## config.mk

```make
export PLATFORM = sky130hd
export DESIGN_NAME = bitmap_range_find_and_fill
export DESIGN_NICKNAME = d
export VERILOG_FILES = /design/src/sv/brff_pkg.sv /design/src/sv/brff_word_op.sv /design/src/sv/bitmap_range_find_and_fill.sv
export SDC_FILE = /design/constraint.sdc
export NUM_CORES = 2
export LEC_CHECK = 0
export BUFFER_PORTS_ARGS = -buffer_cell sky130_fd_sc_hd__buf_2
export CORE_UTILIZATION = 63
export CTS_CLUSTER_SIZE = 12
export DETAILED_ROUTE_END_ITERATION = 8
export PLACE_DENSITY = 0.79
export SLEW_MARGIN = 20
export SYNTH_ARGS = -nofsm -noshare
export SYNTH_HDL_FRONTEND = slang
export SYNTH_SLANG_ARGS = --single-unit
```

## constraint.sdc

```tcl
create_clock -name clock -period 7.4 [get_ports clock]
set_input_delay 2.22 -clock clock [delete_from_list [all_inputs] [get_ports clock]]
set_output_delay 2.22 -clock clock [all_outputs]
set_load 0.005 [all_outputs]
```

## src/sv/brff_pkg.sv

```systemverilog
// ----------------------------------------------------------------------------
// Bitmap range find and fill: shared types and codes
// Item formats, result status codes, operation codes and controller states.
// ----------------------------------------------------------------------------
package brff_pkg;

   localparam logic ACT_FIND = 1'b0;
   localparam logic ACT_FILL = 1'b1;

   localparam logic [1:0] STATUS_OK        = 2'd0;
   localparam logic [1:0] STATUS_NOT_FOUND = 2'd1;
   localparam logic [1:0] STATUS_BAD_RANGE = 2'd2;

   localparam int unsigned START_W = 12;
   localparam int unsigned END_W   = 13;
   localparam int unsigned POS_W   = 12;

   typedef struct packed {
      logic               action;
      logic [START_W-1:0] range_start;
      logic [END_W-1:0]   range_end;
      logic               bit_value;
   } req_type;

   typedef struct packed {
      logic [1:0]       status;
      logic [POS_W-1:0] position;
   } rsp_type;

   typedef enum logic [1:0] {
      ST_CLEAR,
      ST_IDLE,
      ST_WALK
   } state_type;

endpackage

```

## src/sv/brff_word_op.sv

```systemverilog
// ----------------------------------------------------------------------------
// Bitmap word operation
// Masks one bitmap word to the requested range, finds the first matching bit
// counted from the most significant end and builds the filled word.
// ----------------------------------------------------------------------------
module brff_word_op
   import brff_pkg::*;
#(
   parameter int unsigned WORD_BITS = 64,
   parameter int unsigned CW        = 14,
   parameter int unsigned OFF_W     = 6
) (
   input  logic [WORD_BITS-1:0] word,
   input  logic [CW-1:0]        base,
   input  logic [CW-1:0]        range_lo,
   input  logic [CW-1:0]        range_hi,
   input  logic                 bit_value,
   output logic                 hit,
   output logic [OFF_W-1:0]     hit_offset,
   output logic [WORD_BITS-1:0] fill_word
);

   localparam int unsigned OW = $clog2(WORD_BITS + 1);
   localparam logic [CW-1:0] WB_C = CW'(WORD_BITS);

   logic [CW-1:0]        lo_diff;
   logic [CW-1:0]        hi_diff;
   logic [OW-1:0]        lo;
   logic [OW-1:0]        hi;
   logic [WORD_BITS-1:0] in_rng;

   always_comb begin
      lo_diff = range_lo - base;
      hi_diff = range_hi - base;
      if (range_lo <= base) begin
         lo = '0;
      end else if (lo_diff >= WB_C) begin
         lo = OW'(WORD_BITS);
      end else begin
         lo = lo_diff[OW-1:0];
      end
      if (range_hi <= base) begin
         hi = '0;
      end else if (hi_diff >= WB_C) begin
         hi = OW'(WORD_BITS);
      end else begin
         hi = hi_diff[OW-1:0];
      end
   end

   always_comb begin
      hit        = 1'b0;
      hit_offset = '0;
      fill_word  = word;
      for (int j = 0; j < WORD_BITS; j++) begin
         in_rng[j] = (OW'(j) >= lo) && (OW'(j) < hi);
         if (in_rng[j]) begin
            fill_word[WORD_BITS-1-j] = bit_value;
         end
      end
      for (int j = WORD_BITS - 1; j >= 0; j--) begin
         if (in_rng[j] && (word[WORD_BITS-1-j] == bit_value)) begin
            hit        = 1'b1;
            hit_offset = OFF_W'(j);
         end
      end
   end

endmodule

```

## src/sv/bitmap_range_find_and_fill.sv

```systemverilog
// ----------------------------------------------------------------------------
// Bitmap range find and fill
// Allocation bitmap in one synchronous memory, walked one word per cycle.
// ----------------------------------------------------------------------------
// A bad range is answered in the cycle after the item is taken.
// A find or fill walks the memory from word 0, one word read a cycle, until a find's hit,
// the word that holds the end of the range or the last word.
// Busy is low during the result strobe, so the next item can be taken as that cycle ends.
// After reset the block clears the memory word by word, busy throughout.
// Results are strobed for one cycle and cannot be stalled.
module bitmap_range_find_and_fill
   import brff_pkg::*;
#(
   parameter int unsigned WORD_BITS = 64,
   parameter int unsigned MAP_WORDS = 64
) (
   input  logic    clock,
   input  logic    reset,
   input  logic    start,
   output logic    busy,
   input  req_type req_item,
   output logic    rsp_strobe,
   output rsp_type rsp_item
);

   localparam int unsigned TOTAL_BITS = WORD_BITS * MAP_WORDS;
   localparam int unsigned SUM_W      = $clog2(TOTAL_BITS + WORD_BITS + 1);
   localparam int unsigned CW         = (SUM_W > END_W) ? SUM_W : END_W;
   localparam int unsigned AW         = (MAP_WORDS > 1) ? $clog2(MAP_WORDS) : 1;
   localparam int unsigned OFF_W      = (WORD_BITS > 1) ? $clog2(WORD_BITS) : 1;
   localparam logic [CW-1:0] TOTAL_C  = CW'(TOTAL_BITS);
   localparam logic [CW-1:0] WB_C     = CW'(WORD_BITS);
   localparam logic [AW-1:0] LAST_W   = AW'(MAP_WORDS - 1);

   logic [WORD_BITS-1:0] mem [MAP_WORDS];
   logic [WORD_BITS-1:0] rdata_ff;
   logic [AW-1:0]        raddr;
   logic [AW-1:0]        waddr;
   logic [WORD_BITS-1:0] wdata;
   logic                 we;

   state_type     state_ff, state_in;
   logic [AW-1:0] clr_ff, clr_in;
   logic [AW-1:0] cur_ff, cur_in;
   logic [CW-1:0] base_ff, base_in;
   logic [CW-1:0] lo_ff, lo_in;
   logic [CW-1:0] hi_ff, hi_in;
   logic          act_ff, act_in;
   logic          val_ff, val_in;
   logic          rsp_strobe_ff, rsp_strobe_in;
   rsp_type       rsp_ff, rsp_in;

   logic                 accept;
   logic [CW-1:0]        end_ext;
   logic [CW-1:0]        end_sat;
   logic                 bad_range;
   logic                 hit;
   logic [OFF_W-1:0]     hit_offset;
   logic [WORD_BITS-1:0] fill_word;
   logic [CW-1:0]        base_next;
   logic                 last_word;
   logic [AW-1:0]        cur_next;

   brff_word_op #(
      .WORD_BITS (WORD_BITS),
      .CW        (CW),
      .OFF_W     (OFF_W)
   ) u_word_op (
      .word       (rdata_ff),
      .base       (base_ff),
      .range_lo   (lo_ff),
      .range_hi   (hi_ff),
      .bit_value  (val_ff),
      .hit        (hit),
      .hit_offset (hit_offset),
      .fill_word  (fill_word)
   );

   always_ff @(posedge clock) begin
      if (we) begin
         mem[waddr] <= wdata;
      end
      rdata_ff <= mem[raddr];
   end

   always_ff @(posedge clock) begin
      if (reset) begin
         state_ff      <= ST_CLEAR;
         clr_ff        <= '0;
         rsp_strobe_ff <= 1'b0;
      end else begin
         state_ff      <= state_in;
         clr_ff        <= clr_in;
         rsp_strobe_ff <= rsp_strobe_in;
      end
      cur_ff  <= cur_in;
      base_ff <= base_in;
      lo_ff   <= lo_in;
      hi_ff   <= hi_in;
      act_ff  <= act_in;
      val_ff  <= val_in;
      rsp_ff  <= rsp_in;
   end

   always_comb begin
      accept    = start && (state_ff == ST_IDLE);
      end_ext   = CW'(req_item.range_end);
      end_sat   = (end_ext > TOTAL_C) ? TOTAL_C : end_ext;
      bad_range = CW'(req_item.range_start) >= end_sat;
      base_next = base_ff + WB_C;
      last_word = (base_next >= hi_ff) || (cur_ff == LAST_W);
      cur_next  = (cur_ff == LAST_W) ? '0 : cur_ff + AW'(1);

      state_in      = state_ff;
      clr_in        = clr_ff;
      cur_in        = cur_ff;
      base_in       = base_ff;
      lo_in         = lo_ff;
      hi_in         = hi_ff;
      act_in        = act_ff;
      val_in        = val_ff;
      rsp_strobe_in = 1'b0;
      rsp_in        = rsp_ff;
      raddr         = '0;
      waddr         = cur_ff;
      wdata         = fill_word;
      we            = 1'b0;

      unique case (state_ff)
         ST_CLEAR: begin
            we    = 1'b1;
            waddr = clr_ff;
            wdata = '0;
            if (clr_ff == LAST_W) begin
               clr_in   = '0;
               state_in = ST_IDLE;
            end else begin
               clr_in = clr_ff + AW'(1);
            end
         end
         ST_IDLE: begin
            if (accept) begin
               cur_in  = '0;
               base_in = '0;
               lo_in   = CW'(req_item.range_start);
               hi_in   = end_sat;
               act_in  = req_item.action;
               val_in  = req_item.bit_value;
               if (bad_range) begin
                  rsp_strobe_in   = 1'b1;
                  rsp_in.status   = STATUS_BAD_RANGE;
                  rsp_in.position = '0;
               end else begin
                  state_in = ST_WALK;
               end
            end
         end
         ST_WALK: begin
            raddr   = cur_next;
            we      = (act_ff == ACT_FILL);
            cur_in  = cur_next;
            base_in = base_next;
            if ((act_ff == ACT_FIND) && hit) begin
               state_in        = ST_IDLE;
               rsp_strobe_in   = 1'b1;
               rsp_in.status   = STATUS_OK;
               rsp_in.position = POS_W'(base_ff + CW'(hit_offset));
            end else if (last_word) begin
               state_in        = ST_IDLE;
               rsp_strobe_in   = 1'b1;
               rsp_in.status   = (act_ff == ACT_FILL) ? STATUS_OK : STATUS_NOT_FOUND;
               rsp_in.position = '0;
            end
         end
         default: begin
            state_in = ST_IDLE;
         end
      endcase
   end

   assign busy       = (state_ff != ST_IDLE);
   assign rsp_strobe = rsp_strobe_ff;
   assign rsp_item   = rsp_ff;

`ifndef SYNTHESIS
   a_rsp_source: assert property (@(posedge clock) disable iff (reset)
      rsp_strobe |-> $past(state_ff == ST_WALK || (start && state_ff == ST_IDLE)))
      else $error("result strobed without a finished walk or a rejected item");

   a_rsp_status: assert property (@(posedge clock) disable iff (reset)
      rsp_strobe |-> (rsp_item.status == STATUS_OK || rsp_item.status == STATUS_NOT_FOUND
                      || rsp_item.status == STATUS_BAD_RANGE))
      else $error("result carries an undefined status");

   a_walk_bound: assert property (@(posedge clock) disable iff (reset)
      state_ff == ST_WALK |-> base_ff < hi_ff)
      else $error("walk has passed the end of the range");
`endif

endmodule

```

# Word-level counts from Yosys, hierarchy flattened

Memory sizes are Yosys's and may differ from the RTL's. A register that Yosys moved wholly into a read port is not among the register bits.
Index checks and enable logic that the tools add are counted.

Flip-flop bits (word level): 69
Latch bits: 0
Memory bits (writable): 4096
Bits in read-only memories: 0
Input bits: 30
Output and inout port bits: 16
Logic and storage cells: 591
Memories: 1

Memories:

| memory | depth | width | read ports | clocked after memory_dff | wr ports | line                             | source |
|---|---|---|---|---|---|---|---|
| mem    | 64    | 64    | 1          | 1                        | 1        | bitmap_range_find_and_fill.sv:35 | `logic [WORD_BITS-1:0] mem [MAP_WORDS];` |

Add/sub/neg operators: 6
Multiply operators: 0
Div/mod/pow operators: 0
Magnitude comparators: 135
Eq/ne operators: 74
Shifts and indexed selects: 0
Mux-type cells: 226
Bitwise gates (word level): 1
Reduce and logical (&&, ||, !) cells: 137

Operators by type and width:

| kind                                                       | number |
|---|---|
| two-way mux 6 bit                                          | 69 |
| >= comparator 6 x 7 -> 1 bit (first input constant)        | 32 |
| less-than comparator 6 x 7 -> 1 bit (first input constant) | 32 |
| two-way mux 1 bit                                          | 135 |
| logical AND 1 bit                                          | 130 |
| >= comparator 5 x 7 -> 1 bit (first input constant)        | 16 |
| less-than comparator 5 x 7 -> 1 bit (first input constant) | 16 |
| equality test 1 bit                                        | 64 |
| two-way mux 64 bit                                         | 1 |
| >= comparator 4 x 7 -> 1 bit (first input constant)        | 8 |
| less-than comparator 4 x 7 -> 1 bit (first input constant) | 8 |
| two-way mux 14 bit                                         | 4 |
| >= comparator 3 x 7 -> 1 bit (first input constant)        | 4 |
| less-than comparator 3 x 7 -> 1 bit (first input constant) | 4 |
| two-way mux 7 bit                                          | 4 |
| one-hot mux 14 bit (2 select lines)                        | 1 |
| >= comparator 13 x 7 -> 1 bit (second input constant)      | 2 |
| two-way mux 13 bit                                         | 2 |
| one-hot mux 13 bit (2 select lines)                        | 1 |
| >= comparator 1 x 7 -> 1 bit (first input constant)        | 2 |
| >= comparator 2 x 7 -> 1 bit (first input constant)        | 2 |
| less-than comparator 1 x 7 -> 1 bit (first input constant) | 2 |
| less-than comparator 2 x 7 -> 1 bit (first input constant) | 2 |
| adder 13 x 7 -> 13 bit (second input constant)             | 1 |
| 25 further kinds                                           | 37 |

# Logic depth before layout (Yosys ltp)

Depth in word-level cells: 74
Gate-level depth with buffers: 18

# By module

A second synthesis with hierarchy kept.

Cell total of the unflattened synthesis: 12144
Area, all modules: 172616.8 sq um

By module, submodules not included:

| module                     | times used | cells an instance | area each (sq um) |
|---|---|---|---|
| bitmap_range_find_and_fill | 1          | 11080             | 166051.8 |
| brff_word_op               | 1          | 1064              | 6565.0 |

# Worst setup path after synthesis

Ideal clock, no wire load.

Kind: flip-flop to flip-flop
From: register val_ff
To: memory mem[0][54], data pin
Arrival time: 5149 ps
Required time: 6852 ps
Path slack: 1703 ps
Cell stages (with the launch flop): 13
Buffers on the path: 10
Clock period less this slack: 5697 ps
Path through: edfxtp_1 -> clkbuf_1 -> buf_2 -> buf_1 -> buf_1 -> buf_1 -> clkbuf_1 -> clkbuf_1 -> clkbuf_1 -> buf_2 -> buf_2 -> nand2_1 -> a21oi_1

Longest elaborated chain between the ends: 2

Ends and longest elaborated chain:

| what                   | line                              | source |
|---|---|---|
| from (decl)            | bitmap_range_find_and_fill.sv:49  | `logic val_ff, val_in;` |
| from (signal assigned) | bitmap_range_find_and_fill.sv:101 | `val_ff <= val_in;` |
| two-way mux 1 bit      | brff_word_op.sv:57                | `if (in_rng[j]) begin` |
| two-way mux 64 bit     | bitmap_range_find_and_fill.sv:129 | `unique case (state_ff)` |
| named net wdata[54]    | bitmap_range_find_and_fill.sv:39  | `logic [WORD_BITS-1:0] wdata;` |
| to (decl)              | bitmap_range_find_and_fill.sv:35  |  |

The timed path passes the listed nets, and every way through them passes these cells.

# Worst setup path in the final report

From: register base_ff[9]
To: register rsp_ff (netlist bit rsp_item[3]), data pin

Longest elaborated chain between the ends: 74

Ends and longest elaborated chain:

| what                                                                                | line                                                                 | source |
|---|---|---|
| from (decl)                                                                         | bitmap_range_find_and_fill.sv:45                                     | `logic [CW-1:0] base_ff, base_in;` |
| from (signal assigned)                                                              | bitmap_range_find_and_fill.sv:97                                     | `base_ff <= base_in;` |
| subtractor 12 x 13 -> 13 bit or subtractor 13 bit (tied branches)                   | brff_word_op.sv:33, brff_word_op.sv:34                               |  |
| >= comparator 13 x 7 -> 1 bit, on equally long branches                             | brff_word_op.sv:37, brff_word_op.sv:44                               |  |
| two-way mux 7 bit, on equally long branches                                         | brff_word_op.sv:37, brff_word_op.sv:44                               |  |
| two-way mux 7 bit, on equally long branches                                         | brff_word_op.sv:35, brff_word_op.sv:42                               |  |
| >= comparator 6 x 7 -> 1 bit or less-than comparator 6 x 7 -> 1 bit (tied branches) | brff_word_op.sv:56                                                   | `in_rng[j] = (OW'(j) >= lo) && (OW'(j) < hi);` |
| logical AND 1 bit                                                                   | brff_word_op.sv:56                                                   |  |
| logical AND 1 bit                                                                   | brff_word_op.sv:62                                                   | `if (in_rng[j] && (word[WORD_BITS-1-j] == bit_value)) begin` |
| two-way mux 6 bit or two-way mux 1 bit (tied branches) (64 in series)               | brff_word_op.sv:62                                                   |  |
| adder 12 x 6 -> 12 bit or logical AND 1 bit (tied branches)                         | bitmap_range_find_and_fill.sv:167, bitmap_range_find_and_fill.sv:163 |  |
| two-way mux 14 bit (*)                                                              | bitmap_range_find_and_fill.sv:163                                    | `if ((act_ff == ACT_FIND) && hit) begin` |
| one-hot mux 14 bit (2 select lines) (*)                                             | bitmap_range_find_and_fill.sv:129                                    |  |
| to (signal assigned)                                                                | bitmap_range_find_and_fill.sv:102                                    | `rsp_ff <= rsp_in;` |
| to (decl)                                                                           | bitmap_range_find_and_fill.sv:51                                     | `rsp_type rsp_ff, rsp_in;` |

Mark *: on every way between the ends. The rest lies on a longest branch, timed or not.
A chain may end at the register's enable or synchronous reset.

==> metrics.txt <==
# TYPE chip_impl_metric gauge
chip_impl_metric{name="maximum_operating_frequency",unit="MHz"} 159
chip_impl_metric{name="drtAntennaViolNets",unit=""} 0
chip_impl_metric{name="post_cts_hold_buffer_count",unit=""} 0
chip_impl_metric{name="num-nets-final",unit=""} 9092
chip_impl_info{name="criticalPathCategory",value="flip-flop to flip-flop"} 1
chip_impl_metric{name="syn_area_per_cell",unit="µm²"} 18.6
chip_impl_metric{name="number_of_antenna_violations_at_the_first_check_in_global_routing",unit=""} 17
chip_impl_metric{name="netSwitchingPower",unit="mW"} 18.5
chip_impl_metric{name="route.detailed.vias_per_inst",unit=""} 7.78
chip_impl_metric{name="final_layout_size_suffix_gt1_frac",unit=""} 0.189
chip_impl_metric{name="cell_count_after_synthesis",unit=""} 8862
chip_impl_metric{name="seq_power_share",unit=""} 0.483
chip_impl_metric{name="synth_fp_nets",unit=""} 8930
chip_impl_metric{name="synth_seq_area_share",unit=""} 0.764
chip_impl_metric{name="area_overhead_of_the_layout_relative_to_synthesis",unit="%"} 12.1
chip_impl_metric{name="maxCapViolCount",unit=""} 0
chip_impl_info{name="tritoncts",value="done"} 1
chip_impl_metric{name="fp-row-count",unit=""} 187
chip_impl_metric{name="drtPass1Iterations",unit=""} 8
chip_impl_metric{name="yosysWarnings",unit=""} 0
chip_impl_metric{name="share_clk_of_total_power",unit=""} 0.316
chip_impl_metric{name="chipWidth",unit="µm"} 514
chip_impl_metric{name="drt_iter0_drc",unit=""} 18000
chip_impl_metric{name="power_switching_share",unit=""} 0.295
chip_impl_metric{name="synth_cell_types",unit=""} 92
chip_impl_metric{name="post-cts-setup-buffer-count",unit=""} 0
chip_impl_metric{name="dieHeight",unit="µm"} 514
chip_impl_metric{name="core_area",unit="µm²"} 260000
chip_impl_metric{name="layout.filler_cells",unit=""} 14400
chip_impl_info{name="outcome",value="finished clean"} 1
chip_impl_info{name="layout.cells.most_common_list",value="4150 x sky130_fd_sc_hd__edfxtp_1, 704 x sky130_fd_sc_hd__mux4_2, 649 x sky130_fd_sc_hd__o221ai_1"} 1
chip_impl_metric{name="top_ports",unit=""} 46
chip_impl_metric{name="grt_pass1_vias",unit=""} 97000
chip_impl_metric{name="asyncSetResetFlopFracSynth",unit=""} 0
chip_impl_metric{name="place_hpwl",unit="mm"} 269
chip_impl_metric{name="ff2ff_path_depth",unit=""} 14
chip_impl_metric{name="grt_pass1_wl",unit="mm"} 723
chip_impl_metric{name="totalWireLength",unit="mm"} 526
chip_impl_metric{name="final.setup_skew",unit="ns"} 0.101
chip_impl_metric{name="post_cts.resized_instances",unit=""} 0
chip_impl_metric{name="critPathArrivalTime",unit="ns"} 7.10
chip_impl_metric{name="grt.total_usage",unit=""} 0.394
chip_impl_metric{name="grt_start_max_net_pins",unit=""} 147
chip_impl_metric{name="dr_total_vias",unit=""} 99800
chip_impl_metric{name="final.period_utilization",unit=""} 0.850
chip_impl_metric{name="holdPathStages",unit=""} 2
chip_impl_metric{name="power-per-cell-area",unit="nW/µm²"} 338
chip_impl_metric{name="remaining_drc_errors",unit=""} 0
chip_impl_metric{name="clock_path_buffers",unit=""} 4
chip_impl_info{name="synthFlopType",value="sky130_fd_sc_hd__edfxtp_1"} 1
chip_impl_metric{name="synth-edff-count",unit=""} 4150
chip_impl_metric{name="power.share.combinational",unit=""} 0.201
chip_impl_metric{name="clock_slew_at_reported_path_ffs",unit="ns"} 0.06
chip_impl_info{name="timing.hold.worst.class",value="flip-flop to flip-flop"} 1
chip_impl_info{name="category_of_the_worst_setup_path_capture_point",value="flip-flop"} 1
chip_impl_metric{name="p_int",unit="mW"} 44.1
chip_impl_metric{name="period_needed",unit="ns"} 6.29
chip_impl_metric{name="total_leakage_power",unit="nW"} 57.2
chip_impl_metric{name="slew_headroom",unit=""} 0.162
chip_impl_info{name="unrepaired_setup_endpoints_after_global_routing",value="false"} 1
chip_impl_info{name="startpoint_type",value="flip-flop"} 1
chip_impl_metric{name="critical_path_peak_fanout",unit=""} 10
chip_impl_metric{name="finalHoldWorstSlack",unit="ns"} 0.503
chip_impl_metric{name="grt_overflow_total",unit=""} 0
chip_impl_info{name="layout.cells.most_common",value="sky130_fd_sc_hd__edfxtp_1"} 1
chip_impl_metric{name="tns",unit="ns"} 0
chip_impl_metric{name="setup-violations-final",unit=""} 0
chip_impl_metric{name="post_synthesis_sequential_element_count",unit=""} 4223
chip_impl_metric{name="route.detailed.wl_per_inst",unit="µm"} 41.0
chip_impl_metric{name="final-max-slew-violation-count",unit=""} 0
chip_impl_info{name="cts.root.buffer_cell",value="sky130_fd_sc_hd__clkbuf_16"} 1
chip_impl_metric{name="worst_ep_required_time",unit="ns"} 8.21
chip_impl_metric{name="worst_pin_slew",unit="ns"} 1.25
chip_impl_metric{name="cts.sink_count",unit=""} 4223
chip_impl_metric{name="clock_latency",unit="ns"} 0.98
chip_impl_metric{name="clock_tree.htree_level_count",unit=""} 5
chip_impl_metric{name="buffer_ports.inserted",unit=""} 45
chip_impl_metric{name="hold_viol",unit=""} 0
chip_impl_metric{name="numCtsBuffers",unit=""} 415
chip_impl_metric{name="place.gp.congestion",unit=""} 1.01
chip_impl_metric{name="start_util",unit=""} 0.635
chip_impl_metric{name="peakVddDrop",unit="mV"} 0.453
chip_impl_metric{name="floorplan.die_area",unit="µm²"} 264000
chip_impl_metric{name="syn-cell-area",unit="µm²"} 165000
==> critical path, stage by stage (launching register included) <==
cell and delay (ns):
sky130_fd_sc_hd__edfxtp_1 0.41, sky130_fd_sc_hd__inv_1 0.12, sky130_fd_sc_hd__ha_1 0.34, sky130_fd_sc_hd__nand4_1 0.35
sky130_fd_sc_hd__o211ai_1 0.95, sky130_fd_sc_hd__nand3_1 0.57, sky130_fd_sc_hd__a2111oi_1 0.96, sky130_fd_sc_hd__a211oi_1 0.23
sky130_fd_sc_hd__nand3b_1 0.23, sky130_fd_sc_hd__nor4b_1 0.12, sky130_fd_sc_hd__or4b_4 0.30, sky130_fd_sc_hd__nor2b_1 0.88
sky130_fd_sc_hd__nand2b_1 0.18, sky130_fd_sc_hd__a311oi_1 0.35, sky130_fd_sc_hd__buf_4 0.17
==> cells in the mapped netlist (all sizes together) (100+ instances only) <==
cell    instances  area (µm²)
a21oi         148         756
buf           100         413
clkbuf        555        2080
edfxtp       4150      125000
mux4          704       15900
nand2         381        1430
nand3         187         936
nor2          239         905
o21ai         452        2260
o221ai        649        5680
o22ai         391        2450
==> cells by family (layout without fill, tap and decap cells) <==
logic type / after synthesis / count (layout) / synth area share
compound gates: 2037 / 2037 / 0.0866
simple gates: 1027 / 1027 / 0.0283
flops: 4223 / 4223 / 0.764
buf+inv: 731 / 1179 / 0.0168
other cells: 0 / 14 / 0
mux: 744 / 744 / 0.0985
fa+ha+maj: 38 / 38 / 0.00288
xor+xnor: 62 / 62 / 0.00329
==> cell type report <==
class                   count  area [µm²]  area share
repair buffers            400        4830      0.0261
well taps                3496        4370      0.0236
diodes                     14        35.0    0.000189
clock inverters            58         609     0.00329
clock buffers             645       11600      0.0627
inverters                  76         313     0.00169
flip-flops and latches   4223      126000       0.681
multi-input cells        3908       37300       0.202
==> layer usage <==
layer	track usage	vias to the layer above	part of all wire
met5	0.00438	-	0.00041
li1	-	37700	-
met1	0.521	49800	0.32
met3	0.130	2095	0.16
met4	0.220	12	0.068
met2	0.583	10100	0.45
==> state kept, by name (all words and copies together), names as in the netlist <==
register and cells:
val_ff 1, state_ff 2, rsp_item 14, clr_ff 6
base_ff 7, lo_ff 12, cur_ff 6, hi_ff 13
rdata_ff 64, rsp_strobe 1, mem 4096, act_ff 1
==> power by group through the flow <==
stage	combinational (mW)	clock (mW)	sequential, mW
2_1_floorplan	6.88	0	30.3
3_3_place_gp	11.1	0	30.6
3_5_place_dp	11.5	0	30.7
4_1_cts	11.7	19.7	30.2
5_1_grt	12.9	20.6	30.2
6_report	12.6	19.8	30.2
==> final timing paths <==
check	startpoint	endpoint	slack, ns
worst max-delay path	base_ff[9]	rsp_item[3]	1.11
worst min-delay path	state_ff[0]	state_ff[0]	0.50
worst max register to register	base_ff[9]	rsp_item[3]	1.11
worst min register to register	state_ff[0]	state_ff[0]	0.50
==> through the flow <==
step	instances	power, mW	worst slack, ns	cell area, µm²	util
after floorplan	8862	37.2	1.70	165000	-
after global placement	12000	41.7	1.54	171000	0.659
after detailed placement	12100	42.1	1.41	172000	0.660
after CTS	12800	61.6	1.39	184000	0.707
after global routing	12800	63.7	0.906	185000	0.712
final	12800	62.5	1.11	185000	0.712
No activity file was read; power rests on OpenSTA's default activity.
